**config.mk**
```make
export PLATFORM = sky130hd
export DESIGN_NAME = user_priority_up_down_table
export DESIGN_NICKNAME = d
export VERILOG_FILES = /design/src/upd_pkg.sv /design/src/upd_mem.sv /design/src/upd_alu.sv /design/src/user_priority_up_down_table.sv
export SDC_FILE = /design/constraint.sdc
export NUM_CORES = 2
export LEC_CHECK = 0
export BUFFER_PORTS_ARGS = -buffer_cell sky130_fd_sc_hd__buf_2
export CAP_MARGIN = 20
export CELL_PAD_IN_SITES_DETAIL_PLACEMENT = 0
export CELL_PAD_IN_SITES_GLOBAL_PLACEMENT = 2
export CORE_MARGIN = 5
export CORE_UTILIZATION = 45
export CTS_BUF_LIST = sky130_fd_sc_hd__clkbuf_8
export DETAILED_ROUTE_END_ITERATION = 10
export PLACE_DENSITY_LB_ADDON = 0.1
export SKIP_CTS_REPAIR_TIMING = 1
export SYNTH_ARGS = -nofsm -noshare
export SYNTH_HDL_FRONTEND = slang
export SYNTH_SLANG_ARGS = --single-unit
```
**constraint.sdc**
```tcl
create_clock -name clk_i -period 10.95 [get_ports clk_i]
set_input_delay 0.5475 -clock clk_i [delete_from_list [all_inputs] [get_ports clk_i]]
set_output_delay 0.5475 -clock clk_i [all_outputs]
set_load 0.01 [all_outputs]
```
**src/upd_pkg.sv**
```systemverilog
// shared types and codes of the user priority table
`default_nettype none
package upd_pkg;

  typedef enum logic [2:0] {
    MODE_CLEAR  = 3'd0,
    MODE_REPORT = 3'd1,
    MODE_GETP   = 3'd2,
    MODE_SETP   = 3'd3,
    MODE_TICK   = 3'd4,
    MODE_SLOT   = 3'd5
  } mode_e;

  typedef enum logic [1:0] {
    JS_RUNNING = 2'd0,
    JS_PENDING = 2'd1
  } job_status_e;

  typedef enum logic [1:0] {
    RES_OK        = 2'd0,
    RES_NOT_FOUND = 2'd1,
    RES_FULL      = 2'd2
  } res_status_e;

  typedef enum logic {
    CFG_STEP  = 1'b0,
    CFG_HEAVY = 1'b1
  } cfg_idx_e;

  typedef enum logic [2:0] {
    OP_PASS,
    OP_CLEAR,
    OP_INC,
    OP_SETP,
    OP_TICK
  } alu_op_e;

  typedef enum logic [2:0] {
    S_IDLE,
    S_READ,
    S_EVAL,
    S_MISS,
    S_RESP
  } state_e;

  typedef struct packed {
    logic [31:0] prio;
    logic [15:0] pending;
    logic [15:0] running;
    logic [15:0] key;
  } entry_t;

  localparam logic [15:0] CNT_MAX = 16'hFFFF;

endpackage
`default_nettype wire

```
**src/upd_mem.sv**
```systemverilog
// single-port-write, registered-read entry memory
`default_nettype none
module upd_mem
  import upd_pkg::*;
#(
  parameter int unsigned DEPTH = 32,
  localparam int unsigned AW = (DEPTH > 1) ? $clog2(DEPTH) : 1
) (
  input  wire logic          clk_i,
  input  wire logic          we_i,
  input  wire logic [AW-1:0] waddr_i,
  input  wire entry_t        wdata_i,
  input  wire logic [AW-1:0] raddr_i,
  output entry_t             rdata_o
);

  entry_t mem [DEPTH];
  entry_t rdata_q;

  always_ff @(posedge clk_i) begin
    if (we_i) begin
      mem[waddr_i] <= wdata_i;
    end
    rdata_q <= mem[raddr_i];
  end

  assign rdata_o = rdata_q;

endmodule
`default_nettype wire

```
**src/upd_alu.sv**
```systemverilog
// shared entry update unit: count clear and increments, priority write and up-down tick
`default_nettype none
module upd_alu
  import upd_pkg::*;
(
  input  wire entry_t             ent_i,
  input  wire alu_op_e            op_i,
  input  wire logic        [1:0]  job_status_i,
  input  wire logic        [15:0] step_i,
  input  wire logic signed [31:0] heavy_i,
  input  wire logic signed [31:0] new_prio_i,
  output entry_t                  ent_o
);

  logic        [31:0] prod;
  logic signed [33:0] p;
  logic signed [33:0] st;
  logic signed [33:0] hv;
  logic signed [33:0] r;
  logic        [31:0] sat;

  assign prod = 32'(ent_i.running) * 32'(step_i);
  assign p    = {{2{ent_i.prio[31]}}, ent_i.prio};
  assign st   = {18'd0, step_i};
  assign hv   = {{2{heavy_i[31]}}, heavy_i};

  always_comb begin
    r = '0;
    if (ent_i.running != '0) begin
      r = p + $signed({2'b00, prod});
    end else if (ent_i.pending != '0) begin
      r = p - st;
    end else if (p > 34'sd0) begin
      r = (p > hv) ? hv : (p - st);
      if (r < 34'sd0) begin
        r = '0;
      end
    end else if (p < 34'sd0) begin
      r = p + st;
      if (r > 34'sd0) begin
        r = '0;
      end
    end
  end

  // saturate to the 32-bit signed range
  always_comb begin
    if ((r[33:31] == 3'b000) || (r[33:31] == 3'b111)) begin
      sat = r[31:0];
    end else if (r[33]) begin
      sat = 32'h8000_0000;
    end else begin
      sat = 32'h7FFF_FFFF;
    end
  end

  always_comb begin
    ent_o = ent_i;
    unique case (op_i)
      OP_CLEAR: begin
        ent_o.running = '0;
        ent_o.pending = '0;
      end
      OP_INC: begin
        if (job_status_i == JS_RUNNING) begin
          if (ent_i.running != CNT_MAX) ent_o.running = ent_i.running + 16'd1;
        end else if (job_status_i == JS_PENDING) begin
          if (ent_i.pending != CNT_MAX) ent_o.pending = ent_i.pending + 16'd1;
        end
      end
      OP_SETP: ent_o.prio = new_prio_i;
      OP_TICK: ent_o.prio = sat;
      OP_PASS: ent_o = ent_i;
      default: ent_o = ent_i;
    endcase
  end

endmodule
`default_nettype wire

```
**src/user_priority_up_down_table.sv**
```systemverilog
// top level: sequencer, registers and channels of the user priority table
//
//  channel   dir  handshake                   payload
//  s_axis    in   s_axis_tvalid/s_axis_tready tuser mode, tdata command fields
//  m_axis    out  m_axis_tvalid/m_axis_tready tuser status, tdata entry fields
//  cfg       in   cfg_valid_i/cfg_ready_o     cfg_index_i, cfg_data_i
//
//  clear and tick read and write back each table entry in turn; a key lookup
//  reads entries until the key matches, with a miss state if none does;
//  a slot read reads one entry if in range; other modes read no entry.
//  entries are read over the one memory read port, which has registered data.
//  rst_ni clears the user count and control; entry memory needs no clearing.
//  a beat is taken only in idle; a result held by a stalled m_axis does not
//  stop the next beat, only the following result waits for the output.
`default_nettype none
module user_priority_up_down_table
  import upd_pkg::*;
#(
  parameter int unsigned MAX_USERS = 32
) (
  input  wire logic        clk_i,
  input  wire logic        rst_ni,
  input  wire logic        s_axis_tvalid,
  output logic             s_axis_tready,
  // user_key, job_status, new_priority, slot_index
  input  wire logic [55:0] s_axis_tdata,
  // mode
  input  wire logic [2:0]  s_axis_tuser,
  output logic             m_axis_tvalid,
  input  wire logic        m_axis_tready,
  // priority_out, key_out, running_out, pending_out, active_users_out
  output logic [87:0]      m_axis_tdata,
  // result_status
  output logic [1:0]       m_axis_tuser,
  input  wire logic        cfg_valid_i,
  output logic             cfg_ready_o,
  input  wire logic        cfg_index_i,
  input  wire logic [31:0] cfg_data_i
);

  localparam int unsigned AW = (MAX_USERS > 1) ? $clog2(MAX_USERS) : 1;
  localparam int unsigned CW = $clog2(MAX_USERS + 1);
  localparam logic [CW-1:0] MAX_CNT = CW'(MAX_USERS);

  state_e             state_q, state_d;
  logic [AW-1:0]      idx_q, idx_d;
  logic [CW-1:0]      active_q, active_d;
  logic [2:0]         mode_q;
  logic [15:0]        key_q;
  logic [1:0]         js_q;
  logic [31:0]        np_q;
  logic [15:0]        step_q;
  logic signed [31:0] heavy_q;
  logic [1:0]         res_status_q, res_status_d;
  entry_t             res_entry_q, res_entry_d;
  logic               res_we;
  logic               out_valid_q, out_valid_d;
  logic [1:0]         out_status_q;
  entry_t             out_entry_q;
  logic [5:0]         out_active_q;

  logic               in_acc, out_free, out_load;
  logic [2:0]         in_mode;
  logic [4:0]         in_slot;
  logic               in_lookup, in_sweep, q_lookup, q_sweep;
  logic               tbl_empty, tbl_full, last, found, slot_ok;
  logic [CW:0]        idx_nxt;
  logic [CW+4:0]      slot_ext;
  logic [CW+5:0]      act_ext;

  logic               mem_we;
  logic [AW-1:0]      mem_waddr;
  entry_t             mem_wdata, mem_rdata, fresh, alu_in, alu_out;
  alu_op_e            alu_op;

  assign in_acc   = s_axis_tvalid && s_axis_tready;
  assign in_mode  = s_axis_tuser;
  assign in_slot  = s_axis_tdata[54:50];
  assign out_free = !out_valid_q || m_axis_tready;

  assign in_lookup = (in_mode == MODE_REPORT) || (in_mode == MODE_GETP) ||
                     (in_mode == MODE_SETP);
  assign in_sweep  = (in_mode == MODE_CLEAR) || (in_mode == MODE_TICK);
  assign q_lookup  = (mode_q == MODE_REPORT) || (mode_q == MODE_GETP) ||
                     (mode_q == MODE_SETP);
  assign q_sweep   = (mode_q == MODE_CLEAR) || (mode_q == MODE_TICK);

  assign tbl_empty = (active_q == '0);
  assign tbl_full  = (active_q >= MAX_CNT);
  assign idx_nxt   = {{(CW + 1 - AW){1'b0}}, idx_q} + {{CW{1'b0}}, 1'b1};
  assign last      = (idx_nxt == {1'b0, active_q});
  assign found     = (mem_rdata.key == key_q);
  assign slot_ext  = {{CW{1'b0}}, in_slot};
  assign slot_ok   = (slot_ext < {5'd0, active_q});
  assign act_ext   = {6'd0, active_q};

  always_comb begin
    fresh     = '0;
    fresh.key = key_q;
  end

  assign alu_in = (state_q == S_MISS) ? fresh : mem_rdata;

  always_comb begin
    unique case (mode_q)
      MODE_CLEAR:  alu_op = OP_CLEAR;
      MODE_REPORT: alu_op = OP_INC;
      MODE_SETP:   alu_op = OP_SETP;
      MODE_TICK:   alu_op = OP_TICK;
      default:     alu_op = OP_PASS;
    endcase
  end

  upd_alu u_alu (
    .ent_i        (alu_in),
    .op_i         (alu_op),
    .job_status_i (js_q),
    .step_i       (step_q),
    .heavy_i      (heavy_q),
    .new_prio_i   (np_q),
    .ent_o        (alu_out)
  );

  upd_mem #(
    .DEPTH (MAX_USERS)
  ) u_mem (
    .clk_i   (clk_i),
    .we_i    (mem_we),
    .waddr_i (mem_waddr),
    .wdata_i (mem_wdata),
    .raddr_i (idx_q),
    .rdata_o (mem_rdata)
  );

  // next state
  always_comb begin
    state_d = state_q;
    unique case (state_q)
      S_IDLE: begin
        if (in_acc) begin
          if (in_lookup) begin
            state_d = tbl_empty ? S_MISS : S_READ;
          end else if (in_sweep) begin
            state_d = tbl_empty ? S_RESP : S_READ;
          end else if (in_mode == MODE_SLOT) begin
            state_d = slot_ok ? S_READ : S_RESP;
          end else begin
            state_d = S_RESP;
          end
        end
      end
      S_READ: state_d = S_EVAL;
      S_EVAL: begin
        if (q_sweep) begin
          state_d = last ? S_RESP : S_READ;
        end else if (q_lookup) begin
          if (found) state_d = S_RESP;
          else       state_d = last ? S_MISS : S_READ;
        end else begin
          state_d = S_RESP;
        end
      end
      S_MISS: state_d = S_RESP;
      S_RESP: begin
        if (out_free) state_d = S_IDLE;
      end
      default: state_d = S_IDLE;
    endcase
  end

  // datapath controls
  always_comb begin
    idx_d        = idx_q;
    active_d     = active_q;
    res_we       = 1'b0;
    res_status_d = RES_OK;
    res_entry_d  = '0;
    mem_we       = 1'b0;
    mem_waddr    = idx_q;
    mem_wdata    = alu_out;
    out_load     = 1'b0;
    unique case (state_q)
      S_IDLE: begin
        if (in_acc) begin
          res_we = 1'b1;
          if (in_mode == MODE_SLOT) begin
            idx_d = slot_ext[AW-1:0];
            if (!slot_ok) res_status_d = RES_NOT_FOUND;
          end else begin
            idx_d = '0;
          end
        end
      end
      S_READ: ;
      S_EVAL: begin
        if (q_sweep) begin
          mem_we = 1'b1;
          if (!last) idx_d = idx_nxt[AW-1:0];
        end else if (q_lookup) begin
          if (found) begin
            mem_we      = 1'b1;
            res_we      = 1'b1;
            res_entry_d = alu_out;
          end else if (!last) begin
            idx_d = idx_nxt[AW-1:0];
          end
        end else begin
          res_we      = 1'b1;
          res_entry_d = mem_rdata;
        end
      end
      S_MISS: begin
        res_we = 1'b1;
        if (mode_q != MODE_REPORT) begin
          res_status_d = RES_NOT_FOUND;
        end else if (tbl_full) begin
          res_status_d = RES_FULL;
        end else begin
          mem_we      = 1'b1;
          mem_waddr   = active_q[AW-1:0];
          res_entry_d = alu_out;
          active_d    = active_q + {{(CW - 1){1'b0}}, 1'b1};
        end
      end
      S_RESP: out_load = out_free;
      default: ;
    endcase
  end

  always_comb begin
    out_valid_d = out_valid_q;
    if (out_load) begin
      out_valid_d = 1'b1;
    end else if (m_axis_tready) begin
      out_valid_d = 1'b0;
    end
  end

  always_ff @(posedge clk_i or negedge rst_ni) begin
    if (!rst_ni) begin
      state_q     <= S_IDLE;
      idx_q       <= '0;
      active_q    <= '0;
      out_valid_q <= 1'b0;
      step_q      <= 16'd1;
      heavy_q     <= '0;
    end else begin
      state_q     <= state_d;
      idx_q       <= idx_d;
      active_q    <= active_d;
      out_valid_q <= out_valid_d;
      if (cfg_valid_i && cfg_ready_o) begin
        unique case (cfg_idx_e'(cfg_index_i))
          CFG_STEP:  step_q  <= cfg_data_i[15:0];
          CFG_HEAVY: heavy_q <= cfg_data_i;
          default: ;
        endcase
      end
    end
  end

  always_ff @(posedge clk_i) begin
    if (in_acc) begin
      mode_q <= in_mode;
      key_q  <= s_axis_tdata[15:0];
      js_q   <= s_axis_tdata[17:16];
      np_q   <= s_axis_tdata[49:18];
    end
    if (res_we) begin
      res_status_q <= res_status_d;
      res_entry_q  <= res_entry_d;
    end
    if (out_load) begin
      out_status_q <= res_status_q;
      out_entry_q  <= res_entry_q;
      out_active_q <= act_ext[5:0];
    end
  end

  assign s_axis_tready = (state_q == S_IDLE);
  assign cfg_ready_o   = 1'b1;
  assign m_axis_tvalid = out_valid_q;
  assign m_axis_tuser  = out_status_q;
  assign m_axis_tdata  = {2'b00, out_active_q, out_entry_q.pending, out_entry_q.running,
                          out_entry_q.key, out_entry_q.prio};

endmodule
`default_nettype wire

```
# Word level (Yosys, flattened, before mapping)
# Memory sizes are Yosys's and may differ from the RTL's. A register that Yosys moved wholly into a read port is not among the register bits.
# Cells that the tools add are included.
# classes
mux	69
reduce_logical	25
n_mul	1
n_eq_ne	28
addsub	7
n_lt_le_gt_ge	7
bitwise	3
# ops
cell	n
80-bit two-way mux	6
34-bit two-way mux	7
80-bit one-hot mux with 2 select lines	1
32-bit one-hot mux with 2 select lines	2
16-bit two-way mux	5
32-bit two-way mux	2
5-bit two-way mux	9
32-bit by 33-bit adder with 34-bit output	1
34-bit by 1-bit greater-than comparator with 1-bit output (second input constant)	1
34-bit by 1-bit less-than comparator with 1-bit output (second input constant)	1
32-bit by 17-bit adder with 33-bit output	1
3-bit two-way mux	11
32-bit by 17-bit subtractor with 33-bit output	1
16-bit by 1-bit adder with 16-bit output (second input constant)	2
32-bit by 1-bit greater-than comparator with 1-bit output (second input constant)	1
32-bit greater-than comparator	1
32-bit by 1-bit less-than comparator with 1-bit output (second input constant)	1
16-bit by 16-bit multiplier with 32-bit output	1
16-bit != test (second input constant)	2
16-bit nonzero test	2
3-bit by 2-bit equality test with 1-bit output (second input constant)	8
3-bit equality test (second input constant)	6
16-bit equality test	1
1-bit two-way mux	16
29 further kinds	51
# totals
register_bits	286
output_inout_bits	93
ram_bits	2560
n_memories	1
# memory_table
memory	words	word_bits	read_ports	rd_clocked_by_memory_dff	write_ports	line	source
u_mem.mem	32	80	1	1	1	upd_mem.sv:17	entry_t mem [DEPTH];

# Longest topological paths before layout
# depth
ltp_word	17
depth_mapped	48
mapped_depth_nobuf	39

# Modules after synthesis
# From an unflattened synthesis, not the netlist that was laid out.
# hier_totals
hier_cells	7682
area_unflattened_um2	127144.4
# by_module_without_submodules
mod	seq_area_each_um2	n_inst	cells_per_inst	area_each_um2
upd_mem	78475.3	1	4683	98903.6
upd_alu	0.0	1	2306	16918.7
user_priority_up_down_table	8274.2	1	693	11322.1

# Worst setup path before layout
# OpenSTA, ideal clock, no wires.
# synth_path
kind	register -> register
start	register state_q[1]
end	memory u_mem.mem[0][71] in the netlist's numbering (data pin)
slack_ns	-1.137
path_buffers	10
stages_incl_launch_ff	45
t_arrival_ns	11.633
cell_sequence	dfrtp_1 > clkbuf_1 > nand3b_1 > buf_4 > clkbuf_1 > buf_2 > clkbuf_1 > clkbuf_1 > clkbuf_1 > clkbuf_1 > clkbuf_1 > and3_1 > fa_1 > inv_1 > fa_1 > fa_1 > fa_1 > inv_1 > [... 9 more ...] > a21oi_1 > a41o_1 > or3_1 > a31o_2 > a21oi_1 > xnor2_1 > ha_1 > nand4_1 > or4_1 > nor3_2 > nor4_1 > or3b_1 > and3_1 > a221o_1 > or3b_1 > buf_2 > a211oi_1 > o21ai_0
# synth_lines
item	line	source
start: declaration	user_priority_up_down_table.sv:45	state_e state_q, state_d;
start signal: assignment	user_priority_up_down_table.sv:248	state_q <= state_d;
end: declaration	upd_mem.sv:17	

==> results.sh <==
export IMPL_final_setup_skew_ns=0.115
export IMPL_slowest_delay_ns=0.59
export IMPL_crit_required_ns=11.74
export IMPL_rsz0062_at_grt="no"
export IMPL_critPathCaptureType="flip-flop"
export IMPL_clk_path_buf_depth=4
export IMPL_synthArstFlopShare_pct=2.15
export IMPL_maxSlewHeadroom_pct=20.9
export IMPL_synth_top_family_by_area="multiplexers"
export IMPL_antenna_found_initial=16
export IMPL_ant_nets=0
export IMPL_synth_area_um2=126000
export IMPL_grt_use_total_pct=25.9
export IMPL_die_area_um2=291000
export IMPL_wl_met2_mm=184
export IMPL_drtIter0Drc=7147
export IMPL_yosysTopAreaCellShare_pct=66.3
export IMPL_synth_edf_count=2783
export IMPL_crit_fanout=34
export IMPL_cp_start_kind="flip-flop"
export IMPL_drv_cap=0
export IMPL_core_um2=279000
export IMPL_cts_made_buffers=465
export IMPL_fin_crit_sh_pct=95.9
export IMPL_fin_util_pct=51.4
export IMPL_synth_xor_area_share_pct=0.847
export IMPL_drc=0
export IMPL_routed_via_density=5.98
export IMPL_hp_class="in -> reg"
export IMPL_die_x_um=539
export IMPL_path_delay_family="adder cells"
export IMPL_dp_hpwl_mm=222
export IMPL_final_layout_size_suffix_gt1_share_pct=25.4
export IMPL_nNetsFinal=8132
export IMPL_top_layer="met4"
export IMPL_synth_area_leader_cell="edfxtp_1"
export IMPL_synth_simple_area_share_pct=4.74
export IMPL_fin_crit_ns=10.50
export IMPL_area_growth_pct=13.7
export IMPL_finalSetupViolCount=0
export IMPL_ys_warn_count=0
export IMPL_htree_levels=5
export IMPL_portBuffers=185
export IMPL_initial_utilization_pct=45.2
export IMPL_ys_types=103
export IMPL_grt_pass1_vias=70600
export IMPL_synth_mux_area_share_pct=14.7
export IMPL_ys_seq_elements=2926
export IMPL_wl_met1_mm=165
export IMPL_grt_overflow=0
export IMPL_cp_slowest_cell="fa_1"
export IMPL_fmax_mhz=95.2
export IMPL_wl_per_cell_um=32.8
export IMPL_root_buffer="clkbuf_8"
export IMPL_dr_total_vias=70300
export IMPL_grt_pass1_wl_mm=539
export IMPL_slew_viol_final=0
export IMPL_grt_max_degree=117
export IMPL_hold_viol=0
export IMPL_clk_insertion_delay_late_ns=1.14
export IMPL_worst_setup_path_type="reg -> reg"
export IMPL_totalWireLength_mm=385
export IMPL_synth_compound_area_share_pct=3.48
export IMPL_gp_congestion=0.944
export IMPL_wl_met3_mm=25.3
export IMPL_cts_tree="yes"
export IMPL_cp_common_cell="fa_1"
export IMPL_synthCells=6977
export IMPL_n_fill_cell=23000
export IMPL_path_buf_inv=6
export IMPL_ys_flop_type="edfxtp_1"
export IMPL_numClockSinks=2926
export IMPL_critPathArrivalTime_ns=11.29
export IMPL_synth_top_cells_by_area="edfxtp_1 66%, mux4_2 14%, fa_1 3.1%"
export IMPL_clk_pin_slew_ns=0.06
export IMPL_top_level_ports=190
export IMPL_synthAdderAreaFrac_pct=5.25
export IMPL_synth_seq_area_share_pct=68.8
export IMPL_syn_area_per_cell_um2=18.1
export IMPL_dr_pass1_iters=7
export IMPL_status="completed"
export IMPL_worst_pin_slew_ns=1.19
export IMPL_num_rows=194
export IMPL_die_height_um=539
==> worst reg2reg max path: cells and delay by family, from the launching register on <==
kind | cells | cell delay [ns]
compound gates | 11 | 2.39
xor+xnor | 1 | 0.10
fa+ha+maj | 8 | 3.75
buf+inv | 6 | 0.91
flops | 1 | 0.38
simple gates | 11 | 2.64
==> flip-flops by register name (all words and copies together) (netlist names), 5 cells and up <==
name / count
np_q: 32
step_q: 16
heavy_q: 32
u_mem.rdata_o: 80
key_q: 16
res_entry_q: 80
u_mem.mem: 2560
out_active_q: 6
active_q: 6
idx_q: 5
m_axis_tdata: 80
==> cell families after synthesis <==
family | count (synthesis)
xor+xnor | 122
mux | 852
compound gates | 648
other cells | 2
fa+ha+maj | 411
buf+inv | 714
simple gates | 1302
flops | 2926
==> cell type report <==
type / count / area [um^2] / area share, %
multi-input cells: 3340 / 37300 / 26.0
clock inverters: 365 / 2030 / 1.42
repair buffers: 541 / 4450 / 3.10
inverters: 350 / 1330 / 0.925
flip-flops and latches: 2926 / 86800 / 60.5
clock buffers: 495 / 6810 / 4.75
diodes: 10 / 25.0 / 0.0175
well taps: 3724 / 4660 / 3.25
==> layout by cell type, fill, tap and decap left out, drive strengths merged, types with 18 or more instances in the layout <==
cell / n
edfxtp: 2783
mux4: 800
nand2: 640
inv: 534
clkbuf: 497
buf: 447
ha: 214
nor2: 199
fa: 197
o21ai: 169
clkinv: 165
a21oi: 140
and3: 107
dlygate4sd3: 92
xnor2: 82
dfxtp: 80
nand3: 68
and2: 63
dfrtp: 62
a22o: 50
nor3: 44
xor2: 40
nand2b: 37
a21o: 35
nand4: 34
nor4: 34
mux2: 33
o211ai: 22
a31oi: 21
o21a: 19
o22ai: 19
mux2i: 19
or3: 18
a22oi: 18
or2: 18
==> stage by stage <==
step           setup WS, ns  setup TNS [ns]  instance area [um^2]  instances  hold slack [ns]
6_report              0.445               0                143000      11800           0.0425
5_1_grt             0.00600               0                143000      11700           0.0174
4_1_cts             -0.0905           -2.48                142000      11600           -0.512
3_5_place_dp         0.0730               0                133000      10800            0.405
3_3_place_gp         0.0727               0                133000      10800            0.405
2_1_floorplan        -0.192          -24.75                126000       6978            0.252
==> routing by layer <==
metal,up-vias,global-route usage (%)
met1,37900,37.6
met4,0,7.11
met3,560,3.55
li1,28900,-
met5,-,0
met2,2849,41.5
==> final timing paths <==
check	depth (start not counted)	endpoint	slack (ns)	start
max	37	u_mem.mem[0][76]	0.45	state_q[2]
min	4	step_q[14]	0.04	cfg_index_i
max reg2reg	37	u_mem.mem[0][76]	0.45	state_q[2]
min reg2reg	0	m_axis_tdata[30]	0.40	res_entry_q[78]
max in group asynchronous	2	idx_q[3]	9.95	rst_ni
min in group asynchronous	2	step_q[15]	0.15	rst_ni
==> cells in the mapped netlist (68+ instances only) <==
cell,count
nand2_1,639
nor2_1,198
edfxtp_1,2783
clkbuf_1,301
fa_1,197
xnor2_1,82
a21oi_1,139
dfxtp_1,80
nand3_1,68
ha_1,214
inv_1,348
mux4_2,800
o21ai_0,158
and3_1,107
Power is left out: the tool's default activity adds up to more than one toggle a clock period on the data nets, which glitch-free logic cannot reach.
